`config.mk`:
```
export PLATFORM = sky130hd
export DESIGN_NAME = gripper_pick_place_sequencer_top_flat
export DESIGN_NICKNAME = d
export VERILOG_FILES = /design/src/rtl/gpps_pkg.sv /design/src/rtl/gpps_if.sv /design/src/rtl/gpps_cfg_regs.sv /design/src/rtl/gpps_step.sv /design/src/rtl/gripper_pick_place_sequencer_top.sv /design/src/flat_wrapper.sv
export SDC_FILE = /design/constraint.sdc
export NUM_CORES = 1
export LEC_CHECK = 0
export BUFFER_PORTS_ARGS = -buffer_cell sky130_fd_sc_hd__buf_2
export CAP_MARGIN = 20
export CORE_MARGIN = 2
export CORE_UTILIZATION = 63
export DETAILED_ROUTE_END_ITERATION = 12
export PLACE_DENSITY = 0.85
export REMOVE_ABC_BUFFERS = 1
export SLEW_MARGIN = 20
export SYNTH_ARGS = -nofsm -noshare
export SYNTH_HDL_FRONTEND = slang
export SYNTH_SLANG_ARGS = --single-unit
```
`constraint.sdc`:
```
create_clock -name clk -period 9.27 [get_ports clk]
set_input_delay 0 -clock clk [delete_from_list [all_inputs] [get_ports clk]]
set_output_delay 0 -clock clk [all_outputs]
set_load 0.02 [all_outputs]
```
`src/rtl/gpps_pkg.sv`:
```
`timescale 1ns / 1ps

package gpps_pkg;

  // field widths
  localparam int CMD_W       = 3;
  localparam int STEP_W      = 8;
  localparam int PHASE_W     = 4;
  localparam int MS_W        = 16;
  localparam int CFG_IDX_W   = 1;
  localparam int CFG_DATA_W  = 16;

  // register reset values
  localparam logic [MS_W-1:0] TIMEOUT_LIMIT_RST = 16'd2000;
  localparam logic            REED_LEVEL_RST    = 1'b0;

  // configuration register indexes
  localparam logic [CFG_IDX_W-1:0] REG_TIMEOUT_LIMIT = 1'd0;
  localparam logic [CFG_IDX_W-1:0] REG_REED_LEVEL    = 1'd1;

  // request kinds
  localparam logic REQ_UPDATE  = 1'b0;
  localparam logic REQ_COMMAND = 1'b1;

  // command codes
  localparam logic [CMD_W-1:0] CMD_OPEN  = 3'd0;
  localparam logic [CMD_W-1:0] CMD_CLOSE = 3'd1;
  localparam logic [CMD_W-1:0] CMD_UP    = 3'd2;
  localparam logic [CMD_W-1:0] CMD_DOWN  = 3'd3;
  localparam logic [CMD_W-1:0] CMD_PICK  = 3'd4;
  localparam logic [CMD_W-1:0] CMD_PLACE = 3'd5;

  // sequence phases
  localparam logic [PHASE_W-1:0] PH_IDLE       = 4'd0;
  localparam logic [PHASE_W-1:0] PH_OPENING    = 4'd1;
  localparam logic [PHASE_W-1:0] PH_CLOSING    = 4'd2;
  localparam logic [PHASE_W-1:0] PH_UP         = 4'd3;
  localparam logic [PHASE_W-1:0] PH_DOWN       = 4'd4;
  localparam logic [PHASE_W-1:0] PH_PICK_DOWN  = 4'd5;
  localparam logic [PHASE_W-1:0] PH_PICK_CLOSE = 4'd6;
  localparam logic [PHASE_W-1:0] PH_PICK_UP    = 4'd7;
  localparam logic [PHASE_W-1:0] PH_PLACE_DOWN = 4'd8;
  localparam logic [PHASE_W-1:0] PH_PLACE_OPEN = 4'd9;
  localparam logic [PHASE_W-1:0] PH_PLACE_UP   = 4'd10;
  localparam logic [PHASE_W-1:0] PH_SUCCESS    = 4'd11;
  localparam logic [PHASE_W-1:0] PH_TIMEOUT    = 4'd12;

  typedef struct packed {
    logic              req_type;
    logic [CMD_W-1:0]  command;
    logic [STEP_W-1:0] time_step_ms;
    logic              reed_up_level;
    logic              reed_down_level;
  } item_t;

  typedef struct packed {
    logic               accepted;
    logic               busy_flag;
    logic [PHASE_W-1:0] phase_code;
    logic               open_drive;
    logic               close_drive;
    logic               up_drive;
    logic               down_drive;
    logic               jaw_closed;
  } result_t;

  typedef struct packed {
    logic [PHASE_W-1:0] phase;
    logic               busy;
    logic [MS_W-1:0]    elapsed_ms;
    logic               jaw_drive_open;
    logic               lift_drive_up;
  } seq_state_t;

  typedef struct packed {
    logic [MS_W-1:0] timeout_limit_ms;
    logic            reed_active_level;
  } cfg_t;

endpackage

```
`src/rtl/gpps_if.sv`:
```
`timescale 1ns / 1ps

// command and update items
interface gpps_in_if;
  import gpps_pkg::*;
  logic              valid;
  logic              ready;
  logic              req_type;
  logic [CMD_W-1:0]  command;
  logic [STEP_W-1:0] time_step_ms;
  logic              reed_up_level;
  logic              reed_down_level;

  modport source (output valid, req_type, command, time_step_ms, reed_up_level,
                  reed_down_level, input ready);
  modport sink   (input valid, req_type, command, time_step_ms, reed_up_level,
                  reed_down_level, output ready);
endinterface

// one result item per input item
interface gpps_out_if;
  import gpps_pkg::*;
  logic               valid;
  logic               ready;
  logic               accepted;
  logic               busy_flag;
  logic [PHASE_W-1:0] phase_code;
  logic               open_drive;
  logic               close_drive;
  logic               up_drive;
  logic               down_drive;
  logic               jaw_closed;

  modport source (output valid, accepted, busy_flag, phase_code, open_drive,
                  close_drive, up_drive, down_drive, jaw_closed, input ready);
  modport sink   (input valid, accepted, busy_flag, phase_code, open_drive,
                  close_drive, up_drive, down_drive, jaw_closed, output ready);
endinterface

// register writes
interface gpps_cfg_if;
  import gpps_pkg::*;
  logic                  valid;
  logic                  ready;
  logic [CFG_IDX_W-1:0]  index;
  logic [CFG_DATA_W-1:0] data;

  modport source (output valid, index, data, input ready);
  modport sink   (input valid, index, data, output ready);
endinterface

```
`src/rtl/gpps_cfg_regs.sv`:
```
`timescale 1ns / 1ps

module gpps_cfg_regs import gpps_pkg::*; (
  input  logic       clk,
  input  logic       rst_n,
  gpps_cfg_if.sink   cfg_if,
  output cfg_t       cfg
);

  cfg_t cfg_r;
  cfg_t cfg_nxt;

  assign cfg_if.ready = 1'b1;

  // decode the write
  always_comb begin
    cfg_nxt = cfg_r;
    if (cfg_if.valid) begin
      case (cfg_if.index)
        REG_TIMEOUT_LIMIT: cfg_nxt.timeout_limit_ms  = cfg_if.data[MS_W-1:0];
        REG_REED_LEVEL:    cfg_nxt.reed_active_level = cfg_if.data[0];
        default:           cfg_nxt = cfg_r;
      endcase
    end
  end

  always_ff @(posedge clk) begin
    if (!rst_n) begin
      cfg_r.timeout_limit_ms  <= TIMEOUT_LIMIT_RST;
      cfg_r.reed_active_level <= REED_LEVEL_RST;
    end else begin
      cfg_r <= cfg_nxt;
    end
  end

  assign cfg = cfg_r;

endmodule

```
`src/rtl/gpps_step.sv`:
```
`timescale 1ns / 1ps

module gpps_step import gpps_pkg::*; (
  input  cfg_t       cfg,
  input  seq_state_t cur,
  input  item_t      item,
  output seq_state_t nxt,
  output result_t    res
);

  logic            at_up;
  logic            at_down;
  logic [MS_W:0]   sum;
  logic [MS_W-1:0] elapsed_sat;
  logic [MS_W-1:0] dwell;
  logic            dwelt;
  logic            acc;

  // sensor decode and saturating counter
  assign at_up       = (item.reed_up_level == cfg.reed_active_level);
  assign at_down     = (item.reed_down_level == cfg.reed_active_level);
  assign sum         = {1'b0, cur.elapsed_ms} + {{(MS_W + 1 - STEP_W){1'b0}}, item.time_step_ms};
  assign elapsed_sat = sum[MS_W] ? {MS_W{1'b1}} : sum[MS_W-1:0];
  assign dwell       = cfg.timeout_limit_ms >> 2;
  assign dwelt       = (elapsed_sat >= dwell);

  // sequence step
  always_comb begin
    nxt = cur;
    acc = 1'b0;
    if (item.req_type == REQ_COMMAND) begin
      if (!cur.busy && (item.command <= CMD_PLACE)) begin
        acc            = 1'b1;
        nxt.busy       = 1'b1;
        nxt.elapsed_ms = '0;
        case (item.command)
          CMD_OPEN:  begin nxt.jaw_drive_open = 1'b1; nxt.phase = PH_OPENING;    end
          CMD_CLOSE: begin nxt.jaw_drive_open = 1'b0; nxt.phase = PH_CLOSING;    end
          CMD_UP:    begin nxt.lift_drive_up  = 1'b1; nxt.phase = PH_UP;         end
          CMD_DOWN:  begin nxt.lift_drive_up  = 1'b0; nxt.phase = PH_DOWN;       end
          CMD_PICK:  begin nxt.lift_drive_up  = 1'b0; nxt.phase = PH_PICK_DOWN;  end
          default:   begin nxt.lift_drive_up  = 1'b0; nxt.phase = PH_PLACE_DOWN; end
        endcase
      end
    end else if (cur.busy) begin
      nxt.elapsed_ms = elapsed_sat;
      if (elapsed_sat >= cfg.timeout_limit_ms) begin
        nxt.phase = PH_TIMEOUT;
        nxt.busy  = 1'b0;
      end else begin
        case (cur.phase)
          PH_OPENING, PH_CLOSING: begin
            if (dwelt) begin nxt.phase = PH_SUCCESS; nxt.busy = 1'b0; end
          end
          PH_UP, PH_PICK_UP, PH_PLACE_UP: begin
            if (at_up) begin nxt.phase = PH_SUCCESS; nxt.busy = 1'b0; end
          end
          PH_DOWN: begin
            if (at_down) begin nxt.phase = PH_SUCCESS; nxt.busy = 1'b0; end
          end
          PH_PICK_DOWN: begin
            if (at_down) begin nxt.jaw_drive_open = 1'b0; nxt.phase = PH_PICK_CLOSE; end
          end
          PH_PICK_CLOSE: begin
            if (dwelt) begin nxt.lift_drive_up = 1'b1; nxt.phase = PH_PICK_UP; end
          end
          PH_PLACE_DOWN: begin
            if (at_down) begin nxt.jaw_drive_open = 1'b1; nxt.phase = PH_PLACE_OPEN; end
          end
          PH_PLACE_OPEN: begin
            if (dwelt) begin nxt.lift_drive_up = 1'b1; nxt.phase = PH_PLACE_UP; end
          end
          default: begin
            nxt.phase = cur.phase;
          end
        endcase
      end
    end
  end

  // result reflects the state after the item
  always_comb begin
    res.accepted    = acc;
    res.busy_flag   = nxt.busy;
    res.phase_code  = nxt.phase;
    res.open_drive  = nxt.jaw_drive_open;
    res.close_drive = ~nxt.jaw_drive_open;
    res.up_drive    = nxt.lift_drive_up;
    res.down_drive  = ~nxt.lift_drive_up;
    res.jaw_closed  = ~nxt.jaw_drive_open;
  end

endmodule

```
`src/rtl/gripper_pick_place_sequencer_top.sv`:
```
`timescale 1ns / 1ps

// Gripper pick-and-place sequencer. Every input item (a command or a timed
// update with reed sensor levels) gives exactly one result item holding the
// accept flag, busy flag, phase and the four valve drives after the item.
// One item is taken per clock cycle when the result side keeps up; an item
// passes through the input register, then the result register, before it
// reaches the result port. The combinational sequencer step, which feeds the
// phase, busy flag, elapsed-time counter and drive state back into the next
// item, sets that rate. Registers: index 0 is the timeout limit in ms
// (reset 2000, a quarter of it is the grip dwell), index 1 is the reed level
// that means end position (reset 0). Write them only while no item is in
// flight.
module gripper_pick_place_sequencer_top import gpps_pkg::*; (
  input  logic      clk,
  input  logic      rst_n,
  gpps_in_if.sink   in_if,
  gpps_out_if.source out_if,
  gpps_cfg_if.sink  cfg_if
);

  cfg_t       cfg;
  item_t      in_item;
  item_t      s1_item_r;
  logic       s1_valid_r;
  logic       s1_valid_nxt;
  logic       in_take;
  logic       adv;
  seq_state_t st_r;
  seq_state_t st_nxt;
  result_t    step_res;
  result_t    res_r;
  logic       out_valid_r;
  logic       out_valid_nxt;

  gpps_cfg_regs u_cfg (
    .clk    (clk),
    .rst_n  (rst_n),
    .cfg_if (cfg_if),
    .cfg    (cfg)
  );

  // input register
  assign in_item.req_type        = in_if.req_type;
  assign in_item.command         = in_if.command;
  assign in_item.time_step_ms    = in_if.time_step_ms;
  assign in_item.reed_up_level   = in_if.reed_up_level;
  assign in_item.reed_down_level = in_if.reed_down_level;

  assign adv         = s1_valid_r && (!out_valid_r || out_if.ready);
  assign in_if.ready = !s1_valid_r || adv;
  assign in_take     = in_if.valid && in_if.ready;
  assign s1_valid_nxt = in_take || (s1_valid_r && !adv);

  always_ff @(posedge clk) begin
    if (!rst_n) begin
      s1_valid_r <= 1'b0;
    end else begin
      s1_valid_r <= s1_valid_nxt;
    end
  end

  always_ff @(posedge clk) begin
    if (in_take) begin
      s1_item_r <= in_item;
    end
  end

  // sequencer step
  gpps_step u_step (
    .cfg  (cfg),
    .cur  (st_r),
    .item (s1_item_r),
    .nxt  (st_nxt),
    .res  (step_res)
  );

  // sequencer state, updated as the item moves to the result register
  always_ff @(posedge clk) begin
    if (!rst_n) begin
      st_r.phase          <= PH_IDLE;
      st_r.busy           <= 1'b0;
      st_r.elapsed_ms     <= '0;
      st_r.jaw_drive_open <= 1'b1;
      st_r.lift_drive_up  <= 1'b1;
    end else if (adv) begin
      st_r <= st_nxt;
    end
  end

  // result register
  assign out_valid_nxt = adv || (out_valid_r && !out_if.ready);

  always_ff @(posedge clk) begin
    if (!rst_n) begin
      out_valid_r <= 1'b0;
    end else begin
      out_valid_r <= out_valid_nxt;
    end
  end

  always_ff @(posedge clk) begin
    if (adv) begin
      res_r <= step_res;
    end
  end

  assign out_if.valid       = out_valid_r;
  assign out_if.accepted    = res_r.accepted;
  assign out_if.busy_flag   = res_r.busy_flag;
  assign out_if.phase_code  = res_r.phase_code;
  assign out_if.open_drive  = res_r.open_drive;
  assign out_if.close_drive = res_r.close_drive;
  assign out_if.up_drive    = res_r.up_drive;
  assign out_if.down_drive  = res_r.down_drive;
  assign out_if.jaw_closed  = res_r.jaw_closed;

`ifndef SYNTHESIS
  // a running sequence is never in a resting phase
  a_busy_phase: assert property (@(posedge clk) disable iff (!rst_n)
    st_r.busy |-> (st_r.phase != PH_IDLE && st_r.phase != PH_SUCCESS &&
                   st_r.phase != PH_TIMEOUT))
    else $error("busy with a resting phase");

  // an accepted command always starts a sequence
  a_acc_busy: assert property (@(posedge clk) disable iff (!rst_n)
    (out_valid_r && res_r.accepted) |-> res_r.busy_flag)
    else $error("accepted command without busy");

  // the counter only moves while busy or on an accepted command
  a_idle_counter: assert property (@(posedge clk) disable iff (!rst_n)
    (!st_r.busy && !(adv && s1_item_r.req_type == REQ_COMMAND)) |=>
      $stable(st_r.elapsed_ms))
    else $error("elapsed counter moved while idle");

  // a held input item is not lost or altered
  a_s1_hold: assert property (@(posedge clk) disable iff (!rst_n)
    (s1_valid_r && !adv) |=> (s1_valid_r && $stable(s1_item_r)))
    else $error("input register lost an item");

  // state changes only when an item is processed
  a_state_hold: assert property (@(posedge clk) disable iff (!rst_n)
    !adv |=> $stable(st_r))
    else $error("state changed without an item");
`endif

endmodule

```
`src/flat_wrapper.sv`:
```
// flat-port wrapper written by rule: the top's interface ports become plain ports
module gripper_pick_place_sequencer_top_flat import gpps_pkg::*;
  (clk, rst_n, in_if_valid, in_if_req_type, in_if_command, in_if_time_step_ms, in_if_reed_up_level, in_if_reed_down_level, in_if_ready, out_if_valid, out_if_accepted, out_if_busy_flag, out_if_phase_code, out_if_open_drive, out_if_close_drive, out_if_up_drive, out_if_down_drive, out_if_jaw_closed, out_if_ready, cfg_if_valid, cfg_if_index, cfg_if_data, cfg_if_ready);
  gpps_in_if in_if_i ();
  gpps_out_if out_if_i ();
  gpps_cfg_if cfg_if_i ();
  input  logic clk;
  input  logic rst_n;
  input wire logic [$bits(in_if_i.valid)-1:0] in_if_valid;
  input wire logic [$bits(in_if_i.req_type)-1:0] in_if_req_type;
  input wire logic [$bits(in_if_i.command)-1:0] in_if_command;
  input wire logic [$bits(in_if_i.time_step_ms)-1:0] in_if_time_step_ms;
  input wire logic [$bits(in_if_i.reed_up_level)-1:0] in_if_reed_up_level;
  input wire logic [$bits(in_if_i.reed_down_level)-1:0] in_if_reed_down_level;
  output wire logic [$bits(in_if_i.ready)-1:0] in_if_ready;
  output wire logic [$bits(out_if_i.valid)-1:0] out_if_valid;
  output wire logic [$bits(out_if_i.accepted)-1:0] out_if_accepted;
  output wire logic [$bits(out_if_i.busy_flag)-1:0] out_if_busy_flag;
  output wire logic [$bits(out_if_i.phase_code)-1:0] out_if_phase_code;
  output wire logic [$bits(out_if_i.open_drive)-1:0] out_if_open_drive;
  output wire logic [$bits(out_if_i.close_drive)-1:0] out_if_close_drive;
  output wire logic [$bits(out_if_i.up_drive)-1:0] out_if_up_drive;
  output wire logic [$bits(out_if_i.down_drive)-1:0] out_if_down_drive;
  output wire logic [$bits(out_if_i.jaw_closed)-1:0] out_if_jaw_closed;
  input wire logic [$bits(out_if_i.ready)-1:0] out_if_ready;
  input wire logic [$bits(cfg_if_i.valid)-1:0] cfg_if_valid;
  input wire logic [$bits(cfg_if_i.index)-1:0] cfg_if_index;
  input wire logic [$bits(cfg_if_i.data)-1:0] cfg_if_data;
  output wire logic [$bits(cfg_if_i.ready)-1:0] cfg_if_ready;
  assign in_if_i.valid = in_if_valid;
  assign in_if_i.req_type = in_if_req_type;
  assign in_if_i.command = in_if_command;
  assign in_if_i.time_step_ms = in_if_time_step_ms;
  assign in_if_i.reed_up_level = in_if_reed_up_level;
  assign in_if_i.reed_down_level = in_if_reed_down_level;
  assign in_if_ready = in_if_i.ready;
  assign out_if_valid = out_if_i.valid;
  assign out_if_accepted = out_if_i.accepted;
  assign out_if_busy_flag = out_if_i.busy_flag;
  assign out_if_phase_code = out_if_i.phase_code;
  assign out_if_open_drive = out_if_i.open_drive;
  assign out_if_close_drive = out_if_i.close_drive;
  assign out_if_up_drive = out_if_i.up_drive;
  assign out_if_down_drive = out_if_i.down_drive;
  assign out_if_jaw_closed = out_if_i.jaw_closed;
  assign out_if_i.ready = out_if_ready;
  assign cfg_if_i.valid = cfg_if_valid;
  assign cfg_if_i.index = cfg_if_index;
  assign cfg_if_i.data = cfg_if_data;
  assign cfg_if_ready = cfg_if_i.ready;
  gripper_pick_place_sequencer_top u_core (.clk(clk), .rst_n(rst_n), .in_if(in_if_i), .out_if(out_if_i), .cfg_if(cfg_if_i));
endmodule
```
==> impl_metrics.ini <==
[yosys]
synth_warnings = 0
synth_commonest_cells = 69 x nand2_1, 42 x dfxtp_1, 38 x ha_1
synthArstFlopShare = 0
synthTopCellsByArea = dfxtp_1 20%, edfxtp_1 17%, ha_1 11%
synth-edff-count = 24
syn_inst = 479
ys_seq_elements = 66
ys_seq_area_frac = 0.368
synth.distinct_cells = 66
synth-main-ff-cell = dfxtp_1
yosys.area.top_type_share = 0.198
yosys.area.top_type = dfxtp_1
yosysMostFrequentCell = nand2_1
syn_avg_cell_area_um2 = 8.87
netlist_area_um2 = 4250

[power_and_ir_drop]
p_per_area_nw_per_um2 = 136
vdd_ir_drop_max_v = 0.000124
power.leakage_nw = 2.06

[setup_path]
crit_family = compound AO/OA/AOI/OAI gates
cp_slowest_cell = a21oi_1
rr_worst_depth = 16
critical_path.startpoint_type = register
crit_buf_inv = 0
crit_path_max_incr_delay_ns = 0.72
r2r-end = u_core.out_if.up_drive
critPathKind = register to register
crit_arrival_ns = 5.60
cp-startpoint = u_core.s1_item_r[2]
endpoint_kind = register
crit_chain = ha_1, fa_1, a211oi_2, o21ai_0, a21o_1, a21oi_1, nor2_4, or3b_2, ha_1, a21oi_1, o21ai_0, a211oi_1, o31ai_2, nor2_1, a311o_1, and2_1
critPathMaxFanout = 18
required_ns = 9.40
regToRegStartpoint = u_core.s1_item_r[2]
worstSetupPathDepth = 16
worst-r2r-setup-slack_ns = 3.79
crit_end = u_core.out_if.up_drive

[grt]
grt_max_degree = 44
first_global_vias = 3724
track_usage = 0.293
grt_first_pass_wirelength_um = 17100
antenna_found_initial = 0
globalRoute.totalOverflow = 0

[clock_network]
clock_path_buffers = 2
insertion_delay_ns = 0.37
cts-root-buf = clkbuf_8
cts_tree = built
cts_num_sinks = 66
postCtsSetupRepairBufs = 0
cts.clk_slew.worst_paths_ns = 0.08
cts-buffers-inserted = 9
htree_levels = 3

[placement]
io_buffers = 48
gp_congestion = 0.902
place_hpwl_um = 6530
dp_cells = 581

[timing]
setup_viol = 0
rsz0062_at_grt = false
period_minus_slack_ns = 5.48
drv_slew = 0
timing.final.crit_share = 0.591
tns_ns = 0
worst_pin_slew_ns = 1.11
fmax_mhz = 183
slew_headroom = 0.255
finalHoldViolCount = 0
clock_skew_ns = 0.0125

[routing]
vias_per_cell = 6.15
drc_errors = 0
vias = 3889
wl_per_cell_um = 16.1
drt_iter0_drc = 295
ant_nets = 0
firstDrtPassIters = 5
wl_um = 10200

[cells_and_area]
nets = 625
num_antenna_cells = 0
area_growth_pct = 18.2
final_cells = 632
layout-drive-gt1-share = 0.164

[die]
design.die.area_um2 = 7420
die_h_um = 86.1
row_count = 29
boundaryPins = 50
start_util = 0.661
core-area_um2 = 6420
die_w_um = 86.1

[run]
drv_cap = 0

[hold_path]
worstHoldPathType = primary input to register

[outcome]
status = complete, no violations
==> placed cells by master (no fill, tap or decap), types with 13 or more instances in the layout <==
cell	n
nor2_1	20
nand2_1	69
inv_1	23
buf_2	48
ha_1	38
a21boi_0	21
o211ai_1	13
o21ai_0	32
dlygate4sd3_1	35
edfxtp_1	24
a21oi_1	26
dfxtp_1	42
==> sequential cells by signal, summed over array words and instances (netlist names) <==
register / count
u_core.out_if.busy_flag: 1
u_core.out_if.valid: 1
u_core.s1_item_r: 14
u_core.s1_valid_r: 1
u_core.out_if.down_drive: 1
u_core.st_r: 23
u_core.out_if.open_drive: 1
u_core.u_cfg.cfg: 17
u_core.out_if.close_drive: 1
u_core.out_if.phase_code: 4
u_core.out_if.accepted: 1
u_core.out_if.up_drive: 1
==> layer usage <==
metal | vias up | track usage | routed length (um)
met5 | - | 0 | 0
met2 | 151 | 0.493 | 4930
li1 | 1900 | - | -
met1 | 1813 | 0.360 | 4410
met3 | 25 | 0.0703 | 611
met4 | 0 | 0.123 | 244
==> report_power, final <==
part	internal, mW	leakage, nW	switching [mW]
clock network	0.101	0.0872	0.131
logic	0.0544	1.40	0.0648
registers	0.316	0.574	0.0144
total	0.471	2.06	0.210
==> cell type report <==
cell class                      instances  area, um^2
Clock buffer                            9         124
Clock inverter                          7        58.8
Fill cell                             441        1400
Inverter                               25        93.8
Multi-Input combinational cell        364        2490
Sequential cell                        66        1560
Tap cell                               77        96.3
Timing Repair Buffer                   84         598
==> kinds of logic (layout without fill, tap and decap cells) <==
group,count (synthesis),count (layout),share of synthesized area
muxes,3,3,0.00795
and+or+nand+nor,146,146,0.163
buffers and inverters,49,125,0.0477
other,1,1,0.000883
AOI/OAI and AO/OA,164,164,0.273
adders and majority gates,39,39,0.117
xor gates and xnor gates,11,11,0.0227
DFF,66,66,0.368
==> worst register-to-register path: cells and delay by family, from the launching register on <==
kind | cells | cell delay, ns
fa+ha+maj | 3 | 1.03
compound gates | 9 | 2.85
flops | 1 | 0.37
simple gates | 4 | 0.99
==> how the worst min path moves through the flow <==
stage	start	endpoint	slack (ns)	cells after the start
2_1_floorplan	rst_n	u_core.st_r[1]	0.09	1
3_3_place_gp	in_if_reed_down_level	u_core.s1_item_r[0]	0.18	1
3_5_place_dp	in_if_reed_up_level	u_core.s1_item_r[1]	0.18	1
4_1_cts	rst_n	u_core.u_cfg.cfg[5]	0.19	2
5_1_grt	rst_n	u_core.u_cfg.cfg[7]	0.24	2
6_report	rst_n	u_core.u_cfg.cfg[5]	0.20	2
==> repair_timing <==
| item | CTS | global route |
|---|---|---|
| hold endpoints to repair | 33 | 0 |
| hold buffers | 35 | 0 |
| resized for setup | 0 | 0 |
| endpoints found under the setup margin | 0 | 0 |
==> through the flow <==
stage	util	setup WS [ns]	hold slack (ns)	power (mW)	area [um^2]
2_1_floorplan	-	4.58	0.0889	0.407	4140
3_3_place_gp	0.698	4.14	0.177	0.435	4480
3_5_place_dp	0.699	3.97	0.178	0.440	4490
4_1_cts	0.782	3.94	0.187	0.680	5020
5_1_grt	0.782	3.44	0.235	0.711	5020
6_report	0.782	3.79	0.198	0.681	5020
No activity file was read; power rests on OpenSTA's default activity.
